===== src/design/utf8_text_filter_defines.svh =====
// assertion macros for the utf8 text filter top module
// no dependencies; included by utf8_text_filter.sv, the only file that carries assertions
`ifndef UTF8_TEXT_FILTER_DEFINES_SVH
`define UTF8_TEXT_FILTER_DEFINES_SVH

// antecedent in one cycle implies consequent in the next
`define U8TF_ASSERT_NEXT(label, clk, rst, ante, cons, msg) \
   label: assert property (@(posedge clk) disable iff (rst) (ante) |=> (cons)) \
      else $error(msg);

// condition holds at every edge outside reset
`define U8TF_ASSERT_ALWAYS(label, clk, rst, cond, msg) \
   label: assert property (@(posedge clk) disable iff (rst) (cond)) \
      else $error(msg);

`endif


===== src/design/u8tf_pkg.sv =====
// types, constants and the code point filter for the utf8 text filter
// no dependencies; imported by every module of the block
package u8tf_pkg;

   localparam int CpWidth = 21;

   localparam logic [7:0] AsciiMax      = 8'h7F;
   localparam logic [7:0] SpaceChar     = 8'h20;
   localparam logic [7:0] Lead2Mask     = 8'hE0;
   localparam logic [7:0] Lead2Code     = 8'hC0;
   localparam logic [7:0] Lead3Mask     = 8'hF0;
   localparam logic [7:0] Lead3Code     = 8'hE0;
   localparam logic [7:0] Lead4Mask     = 8'hF8;
   localparam logic [7:0] Lead4Code     = 8'hF0;
   localparam logic [7:0] ContMask      = 8'hC0;
   localparam logic [7:0] ContCode      = 8'h80;

   localparam logic [CpWidth-1:0] CtrlMax     = 21'h00001F;
   localparam logic [CpWidth-1:0] TabChar     = 21'h000009;
   localparam logic [CpWidth-1:0] LfChar      = 21'h00000A;
   localparam logic [CpWidth-1:0] CrChar      = 21'h00000D;
   localparam logic [CpWidth-1:0] PrivLow     = 21'h00E000;
   localparam logic [CpWidth-1:0] PrivHigh    = 21'h00F8FF;
   localparam logic [CpWidth-1:0] SpecLow     = 21'h00FFF0;
   localparam logic [CpWidth-1:0] SpecHigh    = 21'h00FFFF;

   localparam logic [1:0] SeenNone = 2'd0;
   localparam logic [1:0] SeenOne  = 2'd1;
   localparam logic [1:0] SeenMany = 2'd2;

   typedef struct packed {
      logic [7:0] data_byte;
      logic       last_byte;
      logic       empty_message;
   } req_type;

   typedef struct packed {
      logic [1:0]         pending;
      logic [CpWidth-1:0] code_point;
      logic               error_seen;
      logic [1:0]         bytes_seen;
      logic               first_space;
   } state_type;

   typedef struct packed {
      logic valid;
      logic body_invalid;
   } result_type;

   function automatic logic cp_rejected(input logic [CpWidth-1:0] cp);
      logic ctrl;
      logic priv;
      logic spec;
      ctrl = (cp <= CtrlMax) && (cp != TabChar) && (cp != LfChar) && (cp != CrChar);
      priv = (cp >= PrivLow) && (cp <= PrivHigh);
      spec = (cp >= SpecLow) && (cp <= SpecHigh);
      return ctrl || priv || spec;
   endfunction

endpackage


===== src/design/u8tf_decode.sv =====
// one decode step: current state and one request to next state and verdict
// depends on u8tf_pkg
module u8tf_decode
   import u8tf_pkg::*;
(
   input  req_type    req,
   input  state_type  state,
   output state_type  state_next,
   output result_type result
);

   state_type step;
   logic      bad;

   always_comb begin
      step = state;
      if (state.bytes_seen == SeenNone) begin
         step.first_space = (req.data_byte == SpaceChar);
      end
      if (state.bytes_seen != SeenMany) begin
         step.bytes_seen = state.bytes_seen + 2'd1;
      end

      if (!state.error_seen) begin
         if (state.pending != 2'd0) begin
            if ((req.data_byte & ContMask) != ContCode) begin
               step.error_seen = 1'b1;
            end else begin
               step.code_point = {state.code_point[CpWidth-7:0], req.data_byte[5:0]};
               step.pending    = state.pending - 2'd1;
               if (step.pending == 2'd0 && cp_rejected(step.code_point)) begin
                  step.error_seen = 1'b1;
               end
            end
         end else if (req.data_byte <= AsciiMax) begin
            step.code_point = {{(CpWidth-8){1'b0}}, req.data_byte};
            step.error_seen = cp_rejected(step.code_point);
         end else if ((req.data_byte & Lead2Mask) == Lead2Code) begin
            step.code_point = {{(CpWidth-5){1'b0}}, req.data_byte[4:0]};
            step.pending    = 2'd1;
         end else if ((req.data_byte & Lead3Mask) == Lead3Code) begin
            step.code_point = {{(CpWidth-4){1'b0}}, req.data_byte[3:0]};
            step.pending    = 2'd2;
         end else if ((req.data_byte & Lead4Mask) == Lead4Code) begin
            step.code_point = {{(CpWidth-3){1'b0}}, req.data_byte[2:0]};
            step.pending    = 2'd3;
         end else begin
            step.error_seen = 1'b1;
         end
      end

      bad = step.error_seen || (step.pending != 2'd0)
         || ((step.bytes_seen == SeenOne) && step.first_space);

      if (req.empty_message) begin
         state_next          = '0;
         result.valid        = 1'b1;
         result.body_invalid = 1'b1;
      end else if (req.last_byte) begin
         state_next          = '0;
         result.valid        = 1'b1;
         result.body_invalid = bad;
      end else begin
         state_next          = step;
         result.valid        = 1'b0;
         result.body_invalid = 1'b0;
      end
   end

endmodule


===== src/design/utf8_text_filter.sv =====
// utf8 text filter: checks message bodies for well-formed utf-8 and banned characters
// requests enter on req_*, verdicts leave on rsp_*, both valid/ready channels.
// each request carries one body byte, a last-byte flag and an empty-message flag.
// one verdict per message: rsp_body_invalid=1 on a bad body, given for the
// request that carries last_byte or empty_message; other requests give none.
// throughput: one request per cycle while the result register can take each verdict,
// set by the single decode step between the input register and the state register.
// a request taken on req_* loads the input register and is decoded from there;
// its verdict is loaded into the result register and shown on rsp_* once the
// result register is free.
// reset (synchronous, active high) empties both registers and clears the
// decode state, ready for the first byte of a new message.
// when the receiver stalls, the verdict holds in the result register; byte
// requests that give no verdict still flow, and req_ready drops only when
// a second verdict would need the occupied result register.
// depends on u8tf_pkg, u8tf_decode and utf8_text_filter_defines.svh
`include "utf8_text_filter_defines.svh"

module utf8_text_filter
   import u8tf_pkg::*;
(
   input  logic       clock,
   input  logic       reset,
   input  logic       req_valid,
   output logic       req_ready,
   input  logic [7:0] req_data_byte,
   input  logic       req_last_byte,
   input  logic       req_empty_message,
   output logic       rsp_valid,
   input  logic       rsp_ready,
   output logic       rsp_body_invalid
);

   logic       s1_valid_ff;
   req_type    s1_req_ff;
   state_type  state_ff;
   state_type  state_in;
   result_type result;
   logic       rsp_valid_ff;
   logic       rsp_body_invalid_ff;
   logic       out_free;
   logic       s1_fire;

   u8tf_decode u_decode (
      .req        (s1_req_ff),
      .state      (state_ff),
      .state_next (state_in),
      .result     (result)
   );

   assign out_free  = !rsp_valid_ff || rsp_ready;
   assign s1_fire   = s1_valid_ff && (!result.valid || out_free);
   assign req_ready = !s1_valid_ff || s1_fire;

   always_ff @(posedge clock) begin
      if (reset) begin
         s1_valid_ff  <= 1'b0;
         rsp_valid_ff <= 1'b0;
         state_ff     <= '0;
      end else begin
         if (req_ready) begin
            s1_valid_ff <= req_valid;
         end
         if (s1_fire) begin
            state_ff <= state_in;
         end
         if (out_free) begin
            rsp_valid_ff <= s1_fire && result.valid;
         end
      end
   end

   // payload registers
   always_ff @(posedge clock) begin
      if (req_valid && req_ready) begin
         s1_req_ff <= '{data_byte: req_data_byte, last_byte: req_last_byte,
                        empty_message: req_empty_message};
      end
      if (s1_fire && result.valid) begin
         rsp_body_invalid_ff <= result.body_invalid;
      end
   end

   assign rsp_valid        = rsp_valid_ff;
   assign rsp_body_invalid = rsp_body_invalid_ff;

   `U8TF_ASSERT_NEXT(a_clear_after_verdict, clock, reset,
      s1_fire && (s1_req_ff.last_byte || s1_req_ff.empty_message), state_ff == '0,
      "decode state not cleared after a verdict")

   `U8TF_ASSERT_NEXT(a_empty_is_invalid, clock, reset,
      s1_fire && s1_req_ff.empty_message, rsp_valid_ff && rsp_body_invalid_ff,
      "empty message did not give an invalid verdict")

   `U8TF_ASSERT_ALWAYS(a_seen_saturates, clock, reset,
      state_ff.bytes_seen != 2'd3,
      "byte count ran past saturation")

endmodule


===== config.mk =====
export PLATFORM = sky130hd
export DESIGN_NAME = utf8_text_filter
export DESIGN_NICKNAME = d
export VERILOG_FILES = /design/src/design/u8tf_pkg.sv /design/src/design/u8tf_decode.sv /design/src/design/utf8_text_filter.sv
export VERILOG_INCLUDE_DIRS = /design/src /design/src/design
export SDC_FILE = /design/constraint.sdc
export NUM_CORES = 1
export LEC_CHECK = 0
export BUFFER_PORTS_ARGS = -buffer_cell sky130_fd_sc_hd__buf_2
export CORE_MARGIN = 4
export CORE_UTILIZATION = 63
export CTS_BUF_LIST = sky130_fd_sc_hd__clkbuf_4
export DETAILED_ROUTE_END_ITERATION = 7
export GPL_TIMING_DRIVEN = 0
export PLACE_DENSITY = 0.93
export SYNTH_ARGS = -nofsm -noshare
export SYNTH_HDL_FRONTEND = slang
export SYNTH_HIERARCHICAL = 1
export SYNTH_SLANG_ARGS = --single-unit

===== constraint.sdc =====
create_clock -name clock -period 2.5 [get_ports clock]
set_input_delay 0.375 -clock clock [delete_from_list [all_inputs] [get_ports clock]]
set_output_delay 0.375 -clock clock [all_outputs]
set_load 0.03 [all_outputs]

* Word level (Yosys, flattened, before mapping) *
Index checks and enable logic that the tools add are counted.

storage, ports and cells
  bits in registers = 34
  input port bits = 14
  logic and storage cells = 83

cells by class
  add/sub/neg operators = 2
  $lt $le $gt $ge = 7
  eq/ne operators = 15
  mux-type cells = 19
  reduce and logical (&&, ||, !) cells = 29

operators by type and width
  cell                                                               count
  2-to-1 mux 23 bit                                                  4
  != test 21 x 4 -> 1 bit (second input constant)                    3
  2-to-1 mux 27 bit                                                  2
  2-to-1 mux 24 bit                                                  2
  >= comparator 21 x 16 -> 1 bit (second input constant)             2
  less-or-equal comparator 21 x 16 -> 1 bit (second input constant)  2
  != test 8 x 4 -> 1 bit (second input constant)                     3
  2-to-1 mux 22 bit                                                  1
  less-or-equal comparator 21 x 5 -> 1 bit (second input constant)   1
  logical AND 1 bit                                                  13
  equality test 8 x 6 -> 1 bit (second input constant)               1
  less-or-equal comparator 8 x 5 -> 1 bit (second input constant)    1
  less-or-equal comparator 8 x 7 -> 1 bit (second input constant)    1
  2-to-1 mux 2 bit                                                   4
  logical OR 1 bit                                                   7
  nonzero test 7 bit                                                 1
  2-to-1 mux 1 bit                                                   6
  equality test 5 bit (second input constant)                        1
  equality test 4 bit (second input constant)                        1
  logical NOT 2 bit                                                  2
  != test 2 bit (second input constant)                              2
  != test 4 bit (second input constant)                              1
  AND reduction 4 bit                                                1
  nonzero test 2 bit                                                 2
  6 further kinds                                                    8

* Logic depth before layout (Yosys ltp) *
  word-level depth = 21
  mapped depth = 10
  mapped depth without buffers = 9

* Hierarchy *
Netlist, hierarchy kept.

modules (own cells, without submodules)
  module            times used  cells each  area an instance (µm²)  sequential area each (µm²)
  utf8_text_filter  1           139         1654.1                  910.9
  u8tf_decode       1           145         893.4                   0.0

* Worst setup path before layout *
No wires, ideal clock.

  path kind = register to register
  start = register s1_req_ff[0] (netlist bit)
  end = register s1_req_ff[0] (netlist bit) (enable)
  library setup time = 0.383 ns
  arrival = 1.665 ns
  setup slack = 0.452 ns
  stages on the path, launching flop included = 5
  path buffers = 1
  cells stage by stage = edfxtp_1 nor2_1 inv_1 clkbuf_1 a31oi_1

RTL lines
  what                    line                    text
  from (decl)             utf8_text_filter.sv:35  req_type s1_req_ff;
  from (signal assigned)  utf8_text_filter.sv:76  s1_req_ff <= '{data_byte: req_data_byte, last_byte: req_last_byte,

==> key figures <==
Power
  • Clock power frac: 0.345
  • Gate power share: 0.146
  • Lkg Pwr: 0.867 nW
  • Sequential power share: 0.509
  • Max rail drop VDD: 0.357 mV
  • Sw Share: 0.253
  • Sw Pwr: 291 uW
  • Cell internal pwr: 857 uW
  • Pwr Density: 482 nW/um2

Worst setup path
  • CP Class: reg2out
  • Worst Path Arrival: 1.89 ns
  • Crit path launch type: flop
  • Crit-path max FO: 10
  • RR Startpoint: state_ff[25]
  • CP required: 2.12 ns
  • Max stage delay cell, worst path: edfxtp_1
  • Critical Path Max Stage Delay: 0.41 ns
  • CP Launch Point: s1_req_ff[0]
  • R2R Setup Slk: 0.28 ns
  • Crit path capture type: primary output
  • Critical-path cell list: nor2_2 > inv_1 > clkbuf_1 > nand3_1 > buf_2
  • Worst flop-to-flop path endpoint: state_ff[18]
  • R2r worst-path depth: 9
  • Worst setup endpoint: req_ready

Clock network
  • Total CTS buffers: 5
  • CTS H-tree lvls: 2
  • Clock-pin slew on the worst setup and hold paths: 0.11 ns
  • CTS tree: yes
  • Hold Buf Count CTS: 0
  • CTS max path bufs: 2
  • CTS sink cnt: 33
  • Worst skew pair latency: 0.35 ns
  • CTS root buf: clkbuf_4

Run status
  • Status: finished, final reports clean

Timing
  • Min Tclk post-route: 2.26 ns
  • Fin Setup TNS: 0 ns
  • Worst slew margin: 0.638
  • Max-slew violation total from the final report: 0
  • Clock Skew: 0.0133 ns
  • Worst Hold Slack: 0.193 ns
  • Fmax: 442 MHz
  • Fin crit share: 0.906
  • Final setup vio count: 0
  • RSZ-0062 raised after global routing: no
  • Hold Vio Cnt, Final: 0
  • Worst Tran Pin Value: 0.541 ns

Detailed routing
  • # DRC: 0
  • Post-DR wirelength/cell: 15.0 um
  • Routed WL: 4.66 mm
  • Antenna viol nets, final: 0
  • Drt pass-1 iters: 5
  • Iteration-0 DRC Markers: 156
  • Vias: 1813
  • Vias per cell: 5.83

Die
  • Die H: 66.6 um
  • Core area: 3340 um2
  • DIE AREA: 4430 um2
  • Starting density of the core: 0.648
  • Row cnt: 21
  • I/O pin total: 17
  • Die width: 66.6 um

Place
  • Gpl congestion: 0.906
  • Final HPWL from detailed placement: 3.31 mm
  • Quantity of I/O buffers inserted on ports: 15

Global route
  • Grt total ovfl: 0
  • Largest net degree at the start of global routing: 12
  • Antenna violations before repair: 0
  • Vias in the first global route: 1704
  • First-pass GRT wire length: 7.70 mm
  • Total GRT Usage: 0.230

Final layout
  • Layout area overhead: 10.2%
  • Layout cells sized above 1: 0.181
  • N_diodes: 0
  • Final core occ: 0.714
  • Commonest cells after routing, fill and taps aside: nand2b_1, nor2_1, mux2i_1
  • Final nets: 281
  • Commonest non-fill, non-tap cell in the layout: nand2b_1

Yosys
  • Synth Instances: 242
  • Post-synth net total: 259
  • Mapped Area: 2160 um2
  • Syn_area_per_cell: 8.93 um2
  • Ys Warns: 6

Worst hold path
  • Hold crit path type: in2reg

Run
  • Max cap viols: 0
## critical path, delay by kind of cell, from the launching register on
family / cells / cell delay [ns]
buf+inv: 3 / 0.62
simple gates: 2 / 0.51
flops: 1 / 0.41
## power by group through the flow
stage,clock network [mW],registers [mW],logic [mW]
after detailed placement,0,0.595,0.164
after global routing,0.424,0.585,0.182
after floorplan,0,0.595,0.125
after CTS,0.400,0.583,0.165
final,0.396,0.584,0.168
after global placement,0,0.595,0.160
## worst min-delay path by stage
stage                                 from      endpoint  slack [ns]  depth (start not counted)
final                     req_data_byte[2]  s1_req_ff[4]        0.19                          1
after global routing      req_data_byte[0]  s1_req_ff[2]        0.18                          1
after CTS                 req_data_byte[2]  s1_req_ff[4]        0.19                          1
after detailed placement       state_ff[1]   state_ff[1]        0.47                          2
after global placement         state_ff[2]   state_ff[2]        0.47                          2
after floorplan                state_ff[1]   state_ff[1]        0.45                          2
## cell type report
type	instances	area (um2)
buffer	20	148
clock buffer	5	37.5
clock inverter	3	41.3
fill	263	956
inverter	9	33.8
multi-input combinational	180	1220
sequential	33	771
tap	46	57.6
timing repair buffer	15	75.1
## timing repair
| action | 4_1_cts | 5_1_grt |
|---|---|---|
| setup endpoints to repair | 0 | 11 |
| setup buffers | 0 | 0 |
| gates resized for setup | 0 | 2 |
## registers in the layout, indices dropped and copies added, names as in the netlist
signal / flops
state_ff: 20
s1_req_ff: 10
rsp_body_invalid: 1
rsp_valid: 1
s1_valid_ff: 1
## per-stage QoR
step | instances | setup slack (ns) | cell area (um2) | total power [mW]
global route | 311 | 0.109 | 2380 | 1.19
floorplan | 242 | 0.531 | 2160 | 0.720
detailed placement | 303 | 0.0447 | 2290 | 0.759
global placement | 303 | 0.0836 | 2290 | 0.755
CTS | 311 | 0.0390 | 2370 | 1.15
finish | 311 | 0.235 | 2380 | 1.15
## per-layer routing
metal	track usage	vias to the layer above	routed length (um)
met2	0.374	63	2260
li1	-	884	-
met3	0.0573	18	331
met5	0	-	0
met4	0.109	0	138
met1	0.285	848	1930
Power figures use the tool's default switching activity.
